## src/rtl/mlpq_pkg.sv

```systemverilog
// shared types and constants for the multi-level priority queue
// no dependencies
package mlpq_pkg;

    localparam int LVL_W    = 3;
    localparam int ELEM_W   = 32;
    localparam int PRIO_W   = 4;
    localparam int LCNT_W   = 5;
    localparam int LVLCFG_W = 4;
    localparam int DEPCFG_W = 5;
    localparam int CFG_AW   = 3;
    localparam int APB_DW   = 32;

    // priority value that asks for the default level selection
    localparam logic signed [PRIO_W-1:0] PRIO_DEFAULT = PRIO_W'(-1);

    typedef enum logic [2:0] {
        ST_OK           = 3'd0,
        ST_BAD_PRIO     = 3'd1,
        ST_ZERO_ELEM    = 3'd2,
        ST_PRIO_IN_FIFO = 3'd3,
        ST_PRIO_MISSING = 3'd4,
        ST_EMPTY        = 3'd5,
        ST_FULL         = 3'd6
    } t_status;

    typedef enum logic [1:0] {
        CMD_ERR,
        CMD_PUSH,
        CMD_POP,
        CMD_POP_ANY
    } t_cmd_kind;

    typedef enum logic {
        REG_LEVELS = 1'b0,
        REG_DEPTH  = 1'b1
    } t_reg_idx;

    typedef struct packed {
        t_cmd_kind          kind;
        t_status            status;
        logic [LVL_W-1:0]   level;
        logic [ELEM_W-1:0]  element;
    } t_cmd;

endpackage

```

## src/rtl/mlpq_front.sv

```systemverilog
// request classifier: checks priority, element and mode, picks the level
// depends on mlpq_pkg
module mlpq_front import mlpq_pkg::*; (
    input  logic                       i_req_type,
    input  logic signed [ELEM_W-1:0]   i_element,
    input  logic signed [PRIO_W-1:0]   i_priority_req,
    input  logic [LVLCFG_W-1:0]        i_levels,
    output t_cmd                       o_cmd
);

    logic is_default;
    logic bad_prio;
    logic fifo_mode;

    always_comb begin
        is_default = (i_priority_req == PRIO_DEFAULT);
        fifo_mode  = (i_levels == LVLCFG_W'(1));
        // below -1, or at or above the level count
        bad_prio   = (i_priority_req[PRIO_W-1] && !is_default) ||
                     (!i_priority_req[PRIO_W-1] &&
                      ({1'b0, i_priority_req[PRIO_W-2:0]} >= i_levels));

        o_cmd.kind    = CMD_ERR;
        o_cmd.status  = ST_OK;
        o_cmd.level   = i_priority_req[LVL_W-1:0];
        o_cmd.element = i_element;

        if (bad_prio) begin
            o_cmd.status = ST_BAD_PRIO;
        end else if (!i_req_type) begin
            if (i_element == '0) begin
                o_cmd.status = ST_ZERO_ELEM;
            end else if (is_default && !fifo_mode) begin
                o_cmd.status = ST_PRIO_MISSING;
            end else begin
                o_cmd.kind = CMD_PUSH;
                if (is_default) begin
                    o_cmd.level = '0;
                end
            end
        end else begin
            if (fifo_mode && !is_default) begin
                o_cmd.status = ST_PRIO_IN_FIFO;
            end else if (fifo_mode) begin
                o_cmd.kind  = CMD_POP;
                o_cmd.level = '0;
            end else if (is_default) begin
                o_cmd.kind  = CMD_POP_ANY;
                o_cmd.level = '0;
            end else begin
                o_cmd.kind = CMD_POP;
            end
        end
    end

endmodule

```

## config.mk

```make
export PLATFORM = sky130hd
export DESIGN_NAME = mlpq_front
export DESIGN_NICKNAME = d
export VERILOG_FILES = /design/src/rtl/mlpq_pkg.sv /design/src/rtl/mlpq_front.sv
export SDC_FILE = /design/constraint.sdc
export NUM_CORES = 1
export LEC_CHECK = 0
export BUFFER_PORTS_ARGS = -buffer_cell sky130_fd_sc_hd__buf_2
export CAP_MARGIN = 20
export CORE_MARGIN = 2
export CORE_UTILIZATION = 29
export DETAILED_ROUTE_END_ITERATION = 8
export PLACE_DENSITY = 0.81
export RECOVER_POWER = 50
export SETUP_SLACK_MARGIN = 0.2
export SLEW_MARGIN = 15
export SYNTH_ARGS = -nofsm -noshare
export SYNTH_HDL_FRONTEND = slang
export SYNTH_SLANG_ARGS = --single-unit
```

## constraint.sdc

```tcl
create_clock -name vclk -period 1.4
set_clock_uncertainty 0.1 [all_clocks]
set_input_delay 0.14 -clock vclk [all_inputs]
set_output_delay 0.14 -clock vclk [all_outputs]
set_load 0.01 [all_outputs]
```

### Word-level counts from Yosys, hierarchy flattened

Cells that the tools add are included.

| storage, ports and cells | value |
|---|---|
| latch bits | 0 |
| memories kept | 0 |
| memory bits (writable) | 0 |
| bits in registers | 0 |
| input port bits | 41 |
| bits in read-only memories | 0 |

| cells by class | value |
|---|---|
| $lt $le $gt $ge | 1 |
| bitwise gates (word level) | 0 |
| shift operators | 0 |
| muxes and demuxes | 17 |
| div/mod/pow operators | 0 |
| reduce and logical (&&, ||, !) cells | 9 |
| multipliers | 0 |
| eq/ne operators | 2 |
| $add $sub $neg | 0 |

Operator list:

| cell | number |
|---|---|
| 32-bit zero test | 1 |
| 3-bit two-way mux | 9 |
| 2-bit two-way mux | 5 |
| 4-bit by 1-bit == test with 1-bit output, second input constant | 2 |
| 8-bit two-way mux | 1 |
| 3-bit by 4-bit >= comparator with 1-bit output | 1 |
| 1-bit logical AND | 4 |
| 1-bit zero test | 3 |
| 1-bit two-way mux | 2 |
| 1-bit logical OR | 1 |

### Longest topological paths before layout

Gate-level depths: netlist (run 1).

| logic depth | value |
|---|---|
| depth after elaboration | 7 |
| gate-level depth with buffers | 6 |
| depth with buffers taken out | 6 |

### Least setup slack after synthesis (run 1)

Ideal clock, no wire load.

| timing | value |
|---|---|
| path kind | input to output |
| start | input port i_priority_req[0] |
| end | output port o_cmd[36] (netlist bit) |
| path slack | -0.160 ns |
| stages on the path | 6 |
| arrival time | 1.320 ns |
| data required time | 1.160 ns |
| cell sequence | inv_1 > ha_1 > nand2b_4 > a2111o_1 > nand3_2 > a21boi_1 |

RTL lines:

| element | RTL line | text |
|---|---|---|
| start: declaration | mlpq_front.sv:6 | `input logic signed [PRIO_W-1:0] i_priority_req,` |
| end: declaration | mlpq_front.sv:8 | `output t_cmd o_cmd` |

==> metrics.txt, run 1 <==
run status finished, violations left; violated checks negative setup slack; Die Span Y 48.5 um; Fmax 0.616 GHz; largest fanout on the critical path 4; dpl ws -0.270 ns; vias in the first global route 777; cell area after synthesis 574 um2; worst slew pin tran 0.214 ns; first-pass GRT wire length 3.19 mm; register area share after synthesis 0; Area Overhead vs Synth 97.8%; Synth area leaders buf_4 (42%), nor4_1 (8.7%), and3_1 (6.5%); Slew Viols, Final 0; Clock buffer cells 0; DR vias 772; Setup WS post-layout -0.223 ns; Fin. Hold Viols 0; Cells after Synth 78; Period Utilization, post-route 1.16; Port-buffer cells 81; Antenna Nets Post-Route 0; first element of the critical path i_priority_req[0]; Total Routed Length 2.19 mm; HP Class in -> out; CORE AREA 1920 um2; WS Path Type in -> out; CP Data Required Time 1.16 ns; placed cell count 160; # setup viols final 7; RSZ-0062 raised after global routing yes; CP max stage delay 0.38 ns; Ys Warns 0; placer's final routability congestion estimate 0.750; crit path DAT 1.38 ns; endpoint class of the critical path output pin; Max Cap Viol 0; Overall Power 0.337 mW; Avg Cell Area, Syn 7.36 um2; Worst Min Path Start i_element[31]; FFs & Latches 0; Max VDD drop 0.134 mV; row count 16; net count after synthesis 122; io pins 81; slew margin rel. 0.856; storage element area 0 um2; Starting Density 0.299; Layout Nets 182; leading area contributor after synthesis buf_4; DRC viols 0; cts hold-fix bufs 0; Post-Layout Cell Count 163; Die ar. 2350 um2; startpoint types input port; top-area cell type share of the netlist area 0.418; ratio of cells with drive above 1 in the final layout 0.750; Slowest-stage cell, CP a2111o_1; GRT Total Usage 0.163; crit path cell chain buf_12 > inv_12 > ha_4 > nand2b_4 > a2111o_1 > nand3_2 > a21boi_4 > buf_6; dpl hpwl 1.60 mm; largest net degree at the start of global routing 9; Pleak 0.545 nW; Avg WL per Cell 13.4 um; DR vias/cell 4.74; DR pass1 iterations 3; Iteration-0 DRC Markers 7; GR Overflow Total 0; Power Density 296 nW/um2; synth unique cells 22; die width 48.5 um; Final min period 1.62 ns; Ant. Diodes 0; Worst Setup EP o_cmd[36]; initial antenna violation count 0
## worst min-delay path by stage
stage,endpoint,slack [ns],cells past startpoint
floorplan,o_cmd[32],0.24,1
global placement,o_cmd[17],0.38,2
detailed placement,o_cmd[27],0.38,2
CTS,o_cmd[12],0.37,2
global route,o_cmd[22],0.40,2
finish,o_cmd[31],0.38,2
## Yosys cell counts
library cell   n
buf_4         32
nor4_1         8
and3_1         6
nand2_1        5
inv_1          4
ha_1           3
a31oi_1        2
and4_1         2
nand3_1        2
nand4_1        2
a2111o_1       1
a211oi_2       1
a21boi_1       1
a21oi_1        1
nand2b_4       1
nand3_2        1
nand4_2        1
nor2_1         1
nor2_2         1
nor4b_4        1
o21bai_1       1
xnor2_1        1
## what timing repair did
action	CTS	global route
setup buffers	1	2
pin swaps	12	5
setup endpoints to repair	8	8
gates resized for setup	28	20
## layout by cell type (no fill, tap or decap)
cell / netlist / layout
nor4_2: 0 / 2
a21boi_4: 0 / 1
nor4_1: 8 / 1
nand4_2: 1 / 1
buf_12: 0 / 1
nor4b_4: 1 / 1
buf_4: 32 / 8
o21bai_1: 1 / 1
nand2b_4: 1 / 1
a31oi_4: 0 / 1
a31oi_2: 0 / 1
clkbuf_1: 0 / 16
nand2_1: 5 / 4
ha_4: 0 / 2
a211oi_2: 1 / 1
inv_12: 0 / 1
nand3_2: 1 / 3
nor4_4: 0 / 5
and3_4: 0 / 2
buf_6: 0 / 15
buf_2: 0 / 49
inv_2: 0 / 1
a2111o_1: 1 / 1
and4_4: 0 / 2
nand2_4: 0 / 1
nor2_1: 1 / 1
xnor2_1: 1 / 1
buf_8: 0 / 1
a21oi_2: 0 / 1
ha_1: 3 / 1
nor2_4: 0 / 1
inv_1: 4 / 2
nand4_1: 2 / 2
and3_1: 6 / 4
## metal layers
layer  GRT usage  routed length [um]
met1       0.138                 676
met2       0.368                1300
met3      0.0185                 145
met4      0.0571                  61
met5           0                   0
## logic make-up (layout without fill, tap and decap cells)
| family | count (synthesis) | after routing | share of synthesized area |
|---|---|---|---|
| and+or+nand+nor | 31 | 31 | 0.377 |
| xor gates and xnor gates | 1 | 1 | 0.0153 |
| AOI/OAI and AO/OA | 7 | 7 | 0.0980 |
| adders and majority gates | 3 | 3 | 0.0654 |
| buffers and inverters | 36 | 94 | 0.444 |
## critical path, delay by kind of cell
kind / cells / cell delay (ns)
buffers and inverters: 3 / 0.27
and+or+nand+nor: 2 / 0.22
adders and majority gates: 1 / 0.18
AOI/OAI and AO/OA: 2 / 0.56
## through the flow
step	hold slack, ns	utilization	instance area (um2)	setup TNS, ns
5_1_grt	0.398	0.591	1140	-1.16
3_3_place_gp	0.378	0.450	865	-1.51
6_report	0.382	0.591	1140	-0.795
2_1_floorplan	0.240	-	621	0
4_1_cts	0.367	0.537	1030	-0.800
3_5_place_dp	0.380	0.450	865	-1.55
## layout make-up
| type | instances | area, um2 |
|---|---|---|
| fillers | 187 | 786 |
| inverters | 4 | 27.5 |
| multi-input cells | 42 | 505 |
| well taps | 27 | 33.8 |
| repair buffers | 90 | 569 |
## where the power goes
part           switching [mW]  internal [mW]  leakage [nW]  total (mW)
combinational           0.161          0.175         0.545       0.337
sequential                  0              0             0           0
clock                       0              0             0           0
total                   0.161          0.175         0.545       0.337
(Power assumes the default switching activity.)
==> inputs of run 2 (changes only) <==
- CELL_PAD_IN_SITES_DETAIL_PLACEMENT: not set -> 0
- CELL_PAD_IN_SITES_GLOBAL_PLACEMENT: not set -> 1
- CORE_UTILIZATION: 29 -> 17
- PLACE_DENSITY: 0.81 -> not set
- PLACE_DENSITY_LB_ADDON: not set -> 0.1
==> run 2 against run 1 <==
  * The run still ends with negative setup slack left
  * Sequential share of layout area unchanged
  * Final cell count up 12%
  * First-iteration DRC count rose to 3.9 times the previous value
  * Via count down 2.7%
  * Combinational power down 6.2%
  * Global-route usage down 7.4 points
  * Flip-flop and latch count unchanged
  * Critical path depth unchanged
  * Critical endpoint unchanged
  * Largest cell class unchanged
==> metrics.txt, run 2 (synthesis results as in run 1) <==
run status finished, violations left (unchanged); violated checks negative setup slack (unchanged); cts hold-fix bufs 0 (unchanged); Layout Nets 183 (was 182); DR vias 751 (was 772); storage element area 0 um2 (unchanged); TNS Setup -0.722 ns (was -0.795 ns); Starting Density 0.175 (was 0.299); commonest non-fill, non-tap cell in the layout buf_2 (unchanged); sw power 0.146 mW (was 0.161 mW); Final min period 1.59 ns (was 1.62 ns); CORE AREA 3280 um2 (was 1920 um2); Gate power share 1.000 (about the same); # setup viols final 7 (unchanged); Max VDD drop 0.0863 mV (was 0.134 mV); Setup WS post-layout -0.194 ns (was -0.223 ns); Area Overhead vs Synth 95.2% (was 97.8%); Fin Hold WS 0.385 ns (was 0.382 ns); RSZ-0062 raised after global routing yes (unchanged); WS Path Type in -> out (unchanged); Fillers 369 (was 187); Post-Layout Cell Count 183 (was 163); Port-buffer cells 81 (unchanged); Pleak 0.546 nW (was 0.545 nW); area of the multi-input gates 460 um2 (was 505 um2); Worst Min Path Start i_element[12] (was i_element[31]); placed cell count 182 (was 160); Clock Power Share 0 (about the same); commonest non-fill, non-tap cells in the layout buf_2 (48), buf_6 (16), clkbuf_1 (16), buf_4 (10), nor4_4 (4) (was buf_2 (49), clkbuf_1 (16), buf_6 (15), buf_4 (8), nor4_4 (5)); HP Class in -> out (unchanged); Hold Path End o_cmd[12] (was o_cmd[31]); dpl hpwl 1.65 mm (was 1.60 mm); Sw Ratio 0.464 (was 0.479); CP Data Required Time 1.16 ns (about the same); ratio of cells with drive above 1 in the final layout 0.730 (was 0.750); worst slew pin tran 0.239 ns (was 0.214 ns); initial antenna violation count 0 (unchanged); GRT Total Usage 0.0885 (was 0.163); Int Power 0.169 mW (was 0.175 mW); Period Utilization, post-route 1.14 (was 1.16); Avg WL per Cell 10.3 um (was 13.4 um); placer's final routability congestion estimate 0.645 (was 0.750); Clock buffer cells 0 (unchanged); Overall Power 0.316 mW (was 0.337 mW); GR Overflow Total 0 (unchanged); Total Routed Length 1.89 mm (was 2.19 mm); die width 62.1 um (was 48.5 um); DR vias/cell 4.10 (was 4.74); Die ar. 3860 um2 (was 2350 um2); Antenna Nets Post-Route 0 (unchanged); Slew Viols, Final 0 (unchanged); DRC viols 0 (unchanged); row count 21 (was 16); WHS Path Cells 2 (unchanged); largest fanout on the critical path 4 (unchanged); Die Span Y 62.1 um (was 48.5 um); sequential power share 0 (about the same); first-pass GRT wire length 3.00 mm (was 3.19 mm); endpoint class of the critical path output pin (unchanged); Ant. Diodes 0 (unchanged); startpoint types input port (unchanged); DR pass1 iterations 4 (was 3); Fmax 0.627 GHz (was 0.616 GHz); io pins 81 (unchanged); FFs & Latches 0 (unchanged); slew margin rel. 0.839 (was 0.856); largest net degree at the start of global routing 9 (unchanged); vias in the first global route 736 (was 777); Max Cap Viol 0 (unchanged); Fin. Hold Viols 0 (unchanged); Power Density 282 nW/um2 (was 296 nW/um2); crit path DAT 1.35 ns (was 1.38 ns); Iteration-0 DRC Markers 27 (was 7)
run 2: routing by layer:
metal | vias up | global-route usage | wire length, um
met2 | 43 | 0.177 | 1020
met1 | 338 | 0.105 | 708
met3 | 0 | 0.0127 | 157
li1 | 370 | - | -
met4 | 0 | 0 | 0
met5 | - | 0 | 0
run 2: worst max-delay path by stage:
| stage | start | end | depth (start not counted) |
|---|---|---|---|
| after floorplan | i_levels[0] | o_cmd[36] | 5 |
| after global placement | i_priority_req[0] | o_cmd[36] | 8 |
| after detailed placement | i_priority_req[0] | o_cmd[36] | 8 |
| after CTS | i_priority_req[0] | o_cmd[36] | 8 |
| after global routing | i_priority_req[0] | o_cmd[36] | 8 |
| final | i_priority_req[0] | o_cmd[36] | 8 |
run 2: layout make-up:
type                            instances  area share
Timing Repair Buffer                   91       0.513
Multi-Input combinational cell         42       0.411
Tap cell                               46      0.0513
Inverter                                4      0.0246
run 2: timing repair:
action	in CTS	in global routing
setup endpoints to repair	8	8
buffers inserted	0	1
pin swaps	12	3
resized for setup	35	7
run 2: power by group through the flow:
stage / Sequential (mW) / Clock [mW] / Combinational, mW
finish: 0 / 0 / 0.316
global route: 0 / 0 / 0.344
CTS: 0 / 0 / 0.316
detailed placement: 0 / 0 / 0.267
global placement: 0 / 0 / 0.266
floorplan: 0 / 0 / 0.164
run 2: per-stage QoR:
step / utilization / worst slack, ns / instance area [um2]
finish: 0.341 / -0.194 / 1120
global route: 0.341 / -0.249 / 1120
CTS: 0.334 / -0.219 / 1100
detailed placement: 0.277 / -0.294 / 911
global placement: 0.277 / -0.271 / 911
floorplan: - / 0.0528 / 621
run 2: worst max-delay path: stages:
cell and delay (ns):
buf_12 0.11, inv_12 0.04, ha_4 0.18, nand2b_4 0.12, a2111o_1 0.37, nand3_2 0.10
a21boi_4 0.18, buf_6 0.11
