**config.mk**
```make
export PLATFORM = sky130hd
export DESIGN_NAME = mlpq_cmdq
export DESIGN_NICKNAME = d
export VERILOG_FILES = /design/src/rtl/mlpq_pkg.sv /design/src/rtl/mlpq_cmdq.sv
export SDC_FILE = /design/constraint.sdc
export NUM_CORES = 1
export LEC_CHECK = 0
export BUFFER_PORTS_ARGS = -buffer_cell sky130_fd_sc_hd__buf_2
export CELL_PAD_IN_SITES_DETAIL_PLACEMENT = 1
export CELL_PAD_IN_SITES_GLOBAL_PLACEMENT = 1
export CORE_MARGIN = 2
export CORE_UTILIZATION = 39
export CTS_BUF_LIST = sky130_fd_sc_hd__clkbuf_16
export CTS_CLUSTER_DIAMETER = 40
export DETAILED_ROUTE_END_ITERATION = 10
export PLACE_DENSITY_LB_ADDON = 0.1
export SLEW_MARGIN = 20
export SYNTH_ARGS = -nofsm -noshare
export SYNTH_HDL_FRONTEND = slang
export SYNTH_SLANG_ARGS = --single-unit
```
**constraint.sdc**
```tcl
create_clock -name i_clk -period 1.6 [get_ports i_clk]
set_input_delay 0.16 -clock i_clk [delete_from_list [all_inputs] [get_ports i_clk]]
set_output_delay 0.16 -clock i_clk [all_outputs]
set_load 0.02 [all_outputs]
```
**src/rtl/mlpq_pkg.sv**
```systemverilog
// shared types and constants for the multi-level priority queue
// no dependencies
package mlpq_pkg;

    localparam int LVL_W    = 3;
    localparam int ELEM_W   = 32;
    localparam int PRIO_W   = 4;
    localparam int LCNT_W   = 5;
    localparam int LVLCFG_W = 4;
    localparam int DEPCFG_W = 5;
    localparam int CFG_AW   = 3;
    localparam int APB_DW   = 32;

    // priority value that asks for the default level selection
    localparam logic signed [PRIO_W-1:0] PRIO_DEFAULT = PRIO_W'(-1);

    typedef enum logic [2:0] {
        ST_OK           = 3'd0,
        ST_BAD_PRIO     = 3'd1,
        ST_ZERO_ELEM    = 3'd2,
        ST_PRIO_IN_FIFO = 3'd3,
        ST_PRIO_MISSING = 3'd4,
        ST_EMPTY        = 3'd5,
        ST_FULL         = 3'd6
    } t_status;

    typedef enum logic [1:0] {
        CMD_ERR,
        CMD_PUSH,
        CMD_POP,
        CMD_POP_ANY
    } t_cmd_kind;

    typedef enum logic {
        REG_LEVELS = 1'b0,
        REG_DEPTH  = 1'b1
    } t_reg_idx;

    typedef struct packed {
        t_cmd_kind          kind;
        t_status            status;
        logic [LVL_W-1:0]   level;
        logic [ELEM_W-1:0]  element;
    } t_cmd;

endpackage

```
**src/rtl/mlpq_cmdq.sv**
```systemverilog
// two-entry command queue between classifier and queue engine
// depends on mlpq_pkg
module mlpq_cmdq import mlpq_pkg::*; (
    input  logic i_clk,
    input  logic i_rst_n,
    input  logic i_push,
    input  t_cmd i_cmd,
    input  logic i_pop,
    output t_cmd o_cmd,
    output logic o_empty,
    output logic o_full
);

    t_cmd       r_slot [2];
    logic       r_wr_ptr, n_wr_ptr;
    logic       r_rd_ptr, n_rd_ptr;
    logic [1:0] r_fill, n_fill;

    always_comb begin
        n_wr_ptr = r_wr_ptr ^ i_push;
        n_rd_ptr = r_rd_ptr ^ i_pop;
        n_fill   = r_fill + 2'(i_push) - 2'(i_pop);
    end

    always_ff @(posedge i_clk) begin
        if (!i_rst_n) begin
            r_wr_ptr <= 1'b0;
            r_rd_ptr <= 1'b0;
            r_fill   <= 2'd0;
        end else begin
            r_wr_ptr <= n_wr_ptr;
            r_rd_ptr <= n_rd_ptr;
            r_fill   <= n_fill;
        end
        if (i_push) begin
            r_slot[r_wr_ptr] <= i_cmd;
        end
    end

    assign o_cmd   = r_slot[r_rd_ptr];
    assign o_empty = (r_fill == 2'd0);
    assign o_full  = (r_fill == 2'd2);

    a_no_overflow: assert property (@(posedge i_clk) disable iff (!i_rst_n)
        o_full && !i_pop |-> !i_push)
        else $error("command queue overflow");

    a_no_underflow: assert property (@(posedge i_clk) disable iff (!i_rst_n)
        i_pop |-> !o_empty)
        else $error("command queue underflow");

    a_fill_bound: assert property (@(posedge i_clk) disable iff (!i_rst_n)
        r_fill != 2'd3)
        else $error("command queue fill out of range");

endmodule

```
# Yosys cells after proc, flatten, opt, wreduce, memory -nomap -nowiden
# Memories as Yosys holds them, arrays and structs flattened. A register that Yosys moved wholly into a read port is not among the register bits.
# Index checks and enable logic that the tools add are counted.
totals:
  in_bits: 44
  out_inout_bits: 42
  ram_bits: 80
  mem_count: 1
  reg_bits: 4
classes:
  n_mux: 3
  bitwise_logic: 2
  addsub: 2
  eq_ne: 1
  n_reduce_logical: 1
mem_list:
  columns: ["memory", "words", "word_bits", "read_ports", "rd_ports_with_merged_regs", "write_ports", "line_no", "rtl"]
  rows:
  - ["r_slot", 2, 40, 1, 1, 1, "mlpq_cmdq.sv:14", "t_cmd r_slot [2];"]
ops:
  columns: ["op", "count"]
  rows:
  - ["two-way mux 1 bit", 3]
  - ["adder 2 x 1 -> 2 bit", 1]
  - ["equality test 2 bit, second input constant", 1]
  - ["logical NOT 2 bit", 1]
  - ["subtractor 2 x 1 -> 2 bit", 1]
  - ["XOR 1 bit", 2]

# Depth between registers and ports, before layout
# Gate-level depths: netlist (run 1).
logic_depth:
  ltp_word: 2
  mapped_depth: 6
  ltp_nobuf: 6

# Least setup slack after synthesis (run 1)
# No wires, ideal clock.
synth_path:
  kind: "reg2reg"
  start: "register r_wr_ptr"
  end: "memory r_slot[0][0] in the netlist's numbering (enable)"
  required_time_ps: 1199
  path_stages_with_launch: 3
  setup_slack_ps: -149
  setup_time_ps: 401
  n_path_buf: 0
  t_arrival_ps: 1347
  path_cell_list: "dfxtp_1 inv_1 ha_1"
synth_lines:
  columns: ["item", "line_no", "rtl"]
  rows:
  - ["from (decl)", "mlpq_cmdq.sv:15", "logic r_wr_ptr, n_wr_ptr;"]
  - ["from (signal assigned)", "mlpq_cmdq.sv:31", "r_wr_ptr <= n_wr_ptr;"]
  - ["to (decl)", "mlpq_cmdq.sv:14", null]
# No word-level cell before the write port.

==> results_dict.tcl, run 1 <==
set metrics [dict create \
    status "completed" \
    postSynth.asyncResetShare 0 \
    io_buffer_count 85 \
    vias_in_the_first_global_route 1771 \
    max_slew.worst_pin.slew_ns 0.303 \
    filler_instances 744 \
    worst_hold_startpoint "i_cmd[30]" \
    worstHoldEndpoint "r_slot[1][30]" \
    drt-pass1-iter-count 4 \
    worst-r2r-cell-count 6 \
    netlist_top_cells_area "sky130_fd_sc_hd__edfxtp_1 77%, sky130_fd_sc_hd__mux2_2 14%, sky130_fd_sc_hd__dfxtp_1 3.2%" \
    synth_area_leader_cell "sky130_fd_sc_hd__edfxtp_1" \
    dr.first_iter.drc_count 38 \
    postSynthNetCount 193 \
    design.portCount 86 \
    finalNonFillerCells 349 \
    ff_to_ff_end "r_fill[1]" \
    final_antenna_net_count 0 \
    worst_ep_arrival_time_ns 1.41 \
    tritoncts_num_sinks 85 \
    cts_made_buffers 9 \
    dieWidth_um 93.6 \
    cp_cell_sequence "buf_12 > mux2_2 > buf_2" \
    via_per_inst 4.62 \
    fin_crit_sh 0.981 \
    startpoint_kind_of_the_worst_setup_timing_path "flip-flop" \
    detailed_place.area_um2 3750 \
    grt_use_total 0.141 \
    num_rows 32 \
    routed_wire_length_per_instance_um 16.4 \
    cellLeakagePower_nw 1.57 \
    post-synth-top-count-cell "sky130_fd_sc_hd__edfxtp_1" \
    critPathKind "flip-flop to output port" \
    unrepaired_setup_endpoints_after_global_routing "true" \
    synth.distinct_cells 11 \
    worst_hold_path_type "primary input to flip-flop" \
    worst_slew_margin_rel 0.798 \
    clk-insertion-delay-late_ns 0.32 \
    antenna_violations_before_repair 0 \
    die_height_um 93.6 \
    ys_warn_count 0 \
    synthToLayoutAreaGrowth_pct 31.0 \
    clk_transition_reported_paths_ns 0.06 \
    critical-path-max-stage-delay_ns 0.38 \
    timing.fmax_mhz 637 \
    post_cts.repair.setup_buffers 0 \
    detail_route.wirelength_um 5730 \
    routabilityCongestion 0.652 \
    timing.critical_path.slowest_stage_cell "sky130_fd_sc_hd__dfxtp_4" \
    area.sequential_um2 2510 \
    final_nets 291 \
    detailroute.via_count 1613 \
    htree_num_levels 3 \
    ir_drop_mv 0.571 \
    post_synth.cell_area_avg_um2 21.6 \
    post_synth_inst_count 145 \
    setup-violations-final 0 \
    rr_startpoint "r_fill[0]" \
    dpl.hpwl_um 3830 \
    final-hold-violation-count 0 \
    dp.cells 333 \
    synth_largest_type_area_fraction 0.767 \
    ys_seq_area_frac 0.799 \
    timing.clock.skew_ns 0.00408 \
    drcViolationCount 0 \
    postSynth.topFlopCell "sky130_fd_sc_hd__edfxtp_1" \
    finish.instance_area_um2 4100 \
    grt_start_max_net_pins 21 \
    period_minus_slack_ns 1.57 \
    total_global_routing_overflow 0 \
    tritoncts_clock_tree "done" \
    multiInputGateArea_um2 586 \
    syn_area_um2 3130 \
    cts_root_buffer "sky130_fd_sc_hd__clkbuf_16" \
    count_of_flip_flops_with_a_built_in_enable_after_synthesis 80 \
    hold_depth 1 \
    hold_fix_buffers_at_cts 0 \
    setup.worst_path.end_class "output port" \
    max_cap_violations 0 \
    core_um2 7770 \
    p_per_area_nw_per_um2 1300 \
    layout-drive-gt1-share 0.603 \
    regToRegSetupSlack_ns 0.37 \
    antenna_cells 0 \
    timing.hold.ws_ns 0.0221 \
    fp.dieArea_um2 8760 \
    path_max_fanout 20 \
    total_power_mw 5.35 \
    yosys_register_bits 85 \
    initial_core_util 0.403 \
    clock_tree.buffer_depth 2 \
    post_synth_most_frequent_cells "80 x sky130_fd_sc_hd__edfxtp_1, 40 x sky130_fd_sc_hd__mux2_2, 5 x sky130_fd_sc_hd__dfxtp_1" \
    finalSetupTns_ns 0 \
    timing.critical_path.required_ns 1.44 \
    final_max_slew_viol_count 0 \
    grt_first_pass_wirelength_um 8940 \
]
==> cell usage in the layout (no fill, tap or decap), types with 2 or more instances in the layout <==
cell type	synthesis	layout
sky130_fd_sc_hd__edfxtp_1	80	80
sky130_fd_sc_hd__buf_2	0	73
sky130_fd_sc_hd__mux2_2	40	38
sky130_fd_sc_hd__buf_4	0	12
sky130_fd_sc_hd__clkbuf_16	0	9
sky130_fd_sc_hd__buf_12	0	5
sky130_fd_sc_hd__dfxtp_1	5	4
sky130_fd_sc_hd__inv_1	3	3
sky130_fd_sc_hd__nor2b_1	3	3
sky130_fd_sc_hd__and2_1	3	3
sky130_fd_sc_hd__mux2_4	0	2
sky130_fd_sc_hd__ha_1	4	2
sky130_fd_sc_hd__ha_2	0	2
sky130_fd_sc_hd__clkinv_2	0	2
sky130_fd_sc_hd__clkinv_4	0	2
==> logic make-up (layout without fill, tap and decap cells) <==
| family | count (synthesis) | after routing | share of synthesized area |
|---|---|---|---|
| flip-flops | 85 | 85 | 0.799 |
| multiplexers | 40 | 40 | 0.144 |
| AND/OR/NAND/NOR | 7 | 7 | 0.0132 |
| buffers and inverters | 7 | 109 | 0.0180 |
| adder cells (fa/ha/maj) | 4 | 4 | 0.0160 |
| XOR/XNOR | 2 | 2 | 0.00999 |
==> worst max-delay path by stage <==
stage / from / end / slack, ns / depth (start not counted)
final: flip-flop / o_cmd[21] / 0.03 / 3
after global routing: flip-flop / o_cmd[21] / -0.03 / 3
after CTS: flip-flop / o_cmd[5] / 0.001 / 3
after detailed placement: flip-flop / o_cmd[8] / 0.32 / 3
after global placement: flip-flop / o_cmd[5] / 0.34 / 3
after floorplan: r_wr_ptr / r_slot[0][0] / 0.25 / 2
==> flip-flops by register name (all words and copies together) (netlist names), named ones only <==
register	flops
r_wr_ptr	1
r_rd_ptr	1
r_slot	80
r_fill	2
==> worst max-delay path, delay by kind of cell (launching register included) <==
| family | cells | cell delay, ns |
|---|---|---|
| buffers and inverters | 2 | 0.35 |
| multiplexers | 1 | 0.36 |
| flip-flops | 1 | 0.38 |
==> routing by layer <==
metal	track usage	vias to the layer above	routed length [um]	share of wire
met5	0	-	0	0
met4	0.0616	0	81	0.014
met3	0.0338	8	287	0.050
met2	0.240	46	2930	0.51
met1	0.171	796	2430	0.42
li1	-	763	-	-
==> cell type report <==
class / instances / share of cell area
clock inverters: 6 / 0.0159
flip-flops and latches: 85 / 0.611
clock buffers: 9 / 0.0549
repair buffers: 91 / 0.142
well taps: 102 / 0.0311
inverters: 3 / 0.00274
multi-input cells: 53 / 0.143
==> stage by stage <==
stage,util,worst slack [ns]
finish,0.528,0.0297
global route,0.528,-0.0310
CTS,0.524,0.00126
detailed placement,0.482,0.321
global placement,0.482,0.343
floorplan,-,0.253
==> repair_timing <==
item | 4_1_cts | 5_1_grt
gates cloned | 1 | 0
endpoints found under the setup margin | 40 | 29
hold endpoints to repair | 0 | 0
gates resized for setup | 4 | 12
==> power by group <==
group	total, mW	leakage [nW]	switching, mW	internal [mW]
registers	2.64	0.793	0.0442	2.59
clock network	1.97	0.141	0.770	1.20
logic	0.747	0.631	0.399	0.348
(Power assumes the default switching activity.)
==> run 2: changes to the inputs <==
--- a/config.mk
+++ b/config.mk
@@ -5,11 +5,12 @@
 export SDC_FILE = /design/constraint.sdc
 export NUM_CORES = 1
 export LEC_CHECK = 0
+export ABC_AREA = 1
 export BUFFER_PORTS_ARGS = -buffer_cell sky130_fd_sc_hd__buf_2
 export CELL_PAD_IN_SITES_DETAIL_PLACEMENT = 1
 export CELL_PAD_IN_SITES_GLOBAL_PLACEMENT = 1
 export CORE_MARGIN = 2
-export CORE_UTILIZATION = 39
+export CORE_UTILIZATION = 43
 export CTS_BUF_LIST = sky130_fd_sc_hd__clkbuf_16
 export CTS_CLUSTER_DIAMETER = 40
 export DETAILED_ROUTE_END_ITERATION = 10
==> constraint.sdc (replaced) <==
create_clock -name i_clk -period 1.8 [get_ports i_clk]
set_input_delay 0.18 -clock i_clk [delete_from_list [all_inputs] [get_ports i_clk]]
set_output_delay 0.18 -clock i_clk [all_outputs]
set_load 0.02 [all_outputs]
==> results_dict.tcl, run 2 <==
set metrics [dict create \
    drt-met1-wl_um 2130 \
    worst_hold_path_type "primary input to flip-flop" \
    post_synth_inst_count 153 \
    power.share.combinational 0.124 \
    syn_area_um2 3130 \
    grt_first_pass_wirelength_um 8160 \
    met2RoutedLength_um 2820 \
    rr_startpoint "r_fill[0]" \
    period_minus_slack_ns 1.66 \
    tritoncts_num_sinks 85 \
    worst_slew_margin_rel 0.751 \
    dieWidth_um 89.3 \
    timing.critical_path.to "o_cmd[14]" \
    synth_largest_type_area_fraction 0.767 \
    clock_tree.buffer_depth 2 \
    core_um2 7140 \
    io_buffer_count 85 \
    setup-violations-final 0 \
    routabilityCongestion 0.684 \
    path_max_fanout 22 \
    vias_in_the_first_global_route 1657 \
    pint_mw 3.61 \
    post-synth-top-count-cell "sky130_fd_sc_hd__edfxtp_1" \
    finalNonFillerCells 354 \
    dpl.hpwl_um 3610 \
    fp.dieArea_um2 7980 \
    final_util 0.558 \
    detail_route.wirelength_um 5310 \
    unrepaired_setup_endpoints_after_global_routing "false" \
    timing.critical_path.required_ns 1.62 \
    layout-drive-gt1-share 0.576 \
    final_common_cell "sky130_fd_sc_hd__buf_2" \
    ff_to_ff_end "r_fill[1]" \
    timing.fmax_mhz 603 \
    postSynth.asyncResetShare 0 \
    cellLeakagePower_nw 1.54 \
    reg_top3 "r_slot: 80 flops, r_fill: 2 flops" \
    startpoint_kind_of_the_worst_setup_timing_path "flip-flop" \
    die_height_um 89.3 \
    multiInputGateArea_um2 562 \
    clk-insertion-delay-late_ns 0.33 \
    gates_resized_cts_repair 0 \
    area.sequential_um2 2500 \
    postSynth.topFlopCell "sky130_fd_sc_hd__edfxtp_1" \
    setup.worst_path.end_class "output port" \
    final_antenna_net_count 0 \
    largest_reg_flops 80 \
    regMostFlops "r_slot" \
    worst_ep_arrival_time_ns 1.48 \
    netlist_top_cells_area "sky130_fd_sc_hd__edfxtp_1 77%, sky130_fd_sc_hd__mux2_2 14%, sky130_fd_sc_hd__dfxtp_1 3.2%" \
    max_cap_violations 0 \
    cts_made_buffers 9 \
    grt_start_max_net_pins 41 \
    final-hold-violation-count 0 \
    met3RoutedLength_um 235 \
    clock_power_share 0.375 \
    hold_fix_buffers_at_cts 0 \
    detailroute.via_count 1622 \
    post_synth_most_frequent_cells "80 x sky130_fd_sc_hd__edfxtp_1, 40 x sky130_fd_sc_hd__mux2_2, 7 x sky130_fd_sc_hd__inv_1" \
    total_power_mw 4.66 \
    final_nets 298 \
    power_switching_mw 1.06 \
    drt-pass1-iter-count 4 \
    initial_core_util 0.439 \
    dp.cells 338 \
    num_rows 31 \
    drcViolationCount 0 \
    post_cts.repair.setup_buffers 0 \
    max_slew.worst_pin.slew_ns 0.373 \
    via_per_inst 4.58 \
    p_per_area_nw_per_um2 1170 \
    yosys_register_bits 85 \
    clk_transition_reported_paths_ns 0.06 \
    filler_instances 698 \
    post_synth.cell_area_avg_um2 20.5 \
    sequentialPowerShare 0.500 \
    fin_crit_sh 0.921 \
    cts_root_buffer "sky130_fd_sc_hd__clkbuf_16" \
    finalSetupTns_ns 0 \
    antenna_cells 0 \
    postSynthNetCount 201 \
    final_cell_mix "85 x sky130_fd_sc_hd__buf_2, 80 x sky130_fd_sc_hd__edfxtp_1, 40 x sky130_fd_sc_hd__mux2_2" \
    routed.top_layer "met4" \
    antenna_violations_before_repair 0 \
    dr.first_iter.drc_count 62 \
    swShare 0.226 \
    tritoncts_clock_tree "done" \
    ir_drop_mv 0.633 \
    final_max_slew_viol_count 0 \
    synth.distinct_cells 11 \
    routed_wire_length_per_instance_um 15.0 \
    critPathKind "flip-flop to output port" \
    timing.clock.skew_ns 0.00872 \
    grt_use_total 0.146 \
    count_of_flip_flops_with_a_built_in_enable_after_synthesis 80 \
    total_global_routing_overflow 0 \
    ys_warn_count 0 \
    synth_area_leader_cell "sky130_fd_sc_hd__edfxtp_1" \
    ys_seq_area_frac 0.799 \
    regToRegSetupSlack_ns 0.53 \
    design.portCount 86 \
    synthToLayoutAreaGrowth_pct 27.3 \
    htree_num_levels 3 \
    status "completed" \
    worst-r2r-cell-count 8 \
]
-- run 2: cell types whose count changed after synthesis, sizes merged --
| cell | before | now |
|---|---|---|
| nor2 | 1 | 6 |
| inv | 3 | 7 |
| nand2 | 0 | 4 |
| and2 | 3 | 0 |
| nor2b | 3 | 0 |
| a21oi | 0 | 1 |
| nand3 | 0 | 1 |
| xnor2 | 0 | 1 |
| xnor3 | 1 | 0 |
| xor2 | 1 | 0 |
-- run 2: worst max-delay path, stage by stage, from the launching register on --
cell	delay [ns]
sky130_fd_sc_hd__dfxtp_2	0.32
sky130_fd_sc_hd__buf_4	0.28
sky130_fd_sc_hd__mux2_2	0.38
sky130_fd_sc_hd__buf_2	0.16
-- run 2: area by class of cell --
class                   count  share of cell area
clock buffers               9              0.0565
clock inverters             7              0.0170
inverters                   7             0.00660
multi-input cells          57               0.141
flip-flops and latches     85               0.628
well taps                  99              0.0311
repair buffers             90               0.119
-- run 2: layer usage --
metal	GRT usage	up-vias
met5	0	-
met4	0.102	0
met3	0.0369	9
met2	0.235	49
met1	0.171	784
li1	-	780
-- run 2: worst min path at each step --
stage                     to  cells after the start  slack, ns  startpoint
6_report       r_slot[1][29]                      1       0.04   i_cmd[29]
5_1_grt        r_slot[1][11]                      1       0.03   i_cmd[11]
4_1_cts        r_slot[1][29]                      1       0.02   i_cmd[29]
3_5_place_dp   r_slot[0][29]                      1       0.37   i_cmd[29]
3_3_place_gp   r_slot[0][12]                      1       0.37   i_cmd[12]
2_1_floorplan      r_fill[0]                      2       0.27     i_rst_n
-- run 2: kinds of logic (layout without fill, tap and decap cells) --
kind of cell,after synthesis,in the layout,synth area share
buffers and inverters,11,113,0.0228
AND/OR/NAND/NOR,11,11,0.0136
adder cells (fa/ha/maj),4,4,0.0160
flip-flops,85,85,0.799
XOR/XNOR,1,1,0.00280
AO/OA/AOI/OAI,1,1,0.00160
multiplexers,40,40,0.144
-- run 2: per-stage QoR --
stage	hold slack [ns]	setup WS [ns]	instance area, um2
finish	0.0367	0.142	3980
detailed placement	0.371	0.469	3690
floorplan	0.273	0.0513	3130
global route	0.0266	0.0565	3980
CTS	0.0211	0.110	3980
global placement	0.368	0.476	3690
-- run 2: power groups by stage --
stage | clock network [mW] | registers [mW] | logic, mW
after detailed placement | 0 | 2.38 | 0.593
final | 1.75 | 2.33 | 0.580
after global routing | 1.89 | 2.35 | 0.636
after global placement | 0 | 2.37 | 0.584
after floorplan | 0 | 2.37 | 0.384
after CTS | 1.81 | 2.33 | 0.596
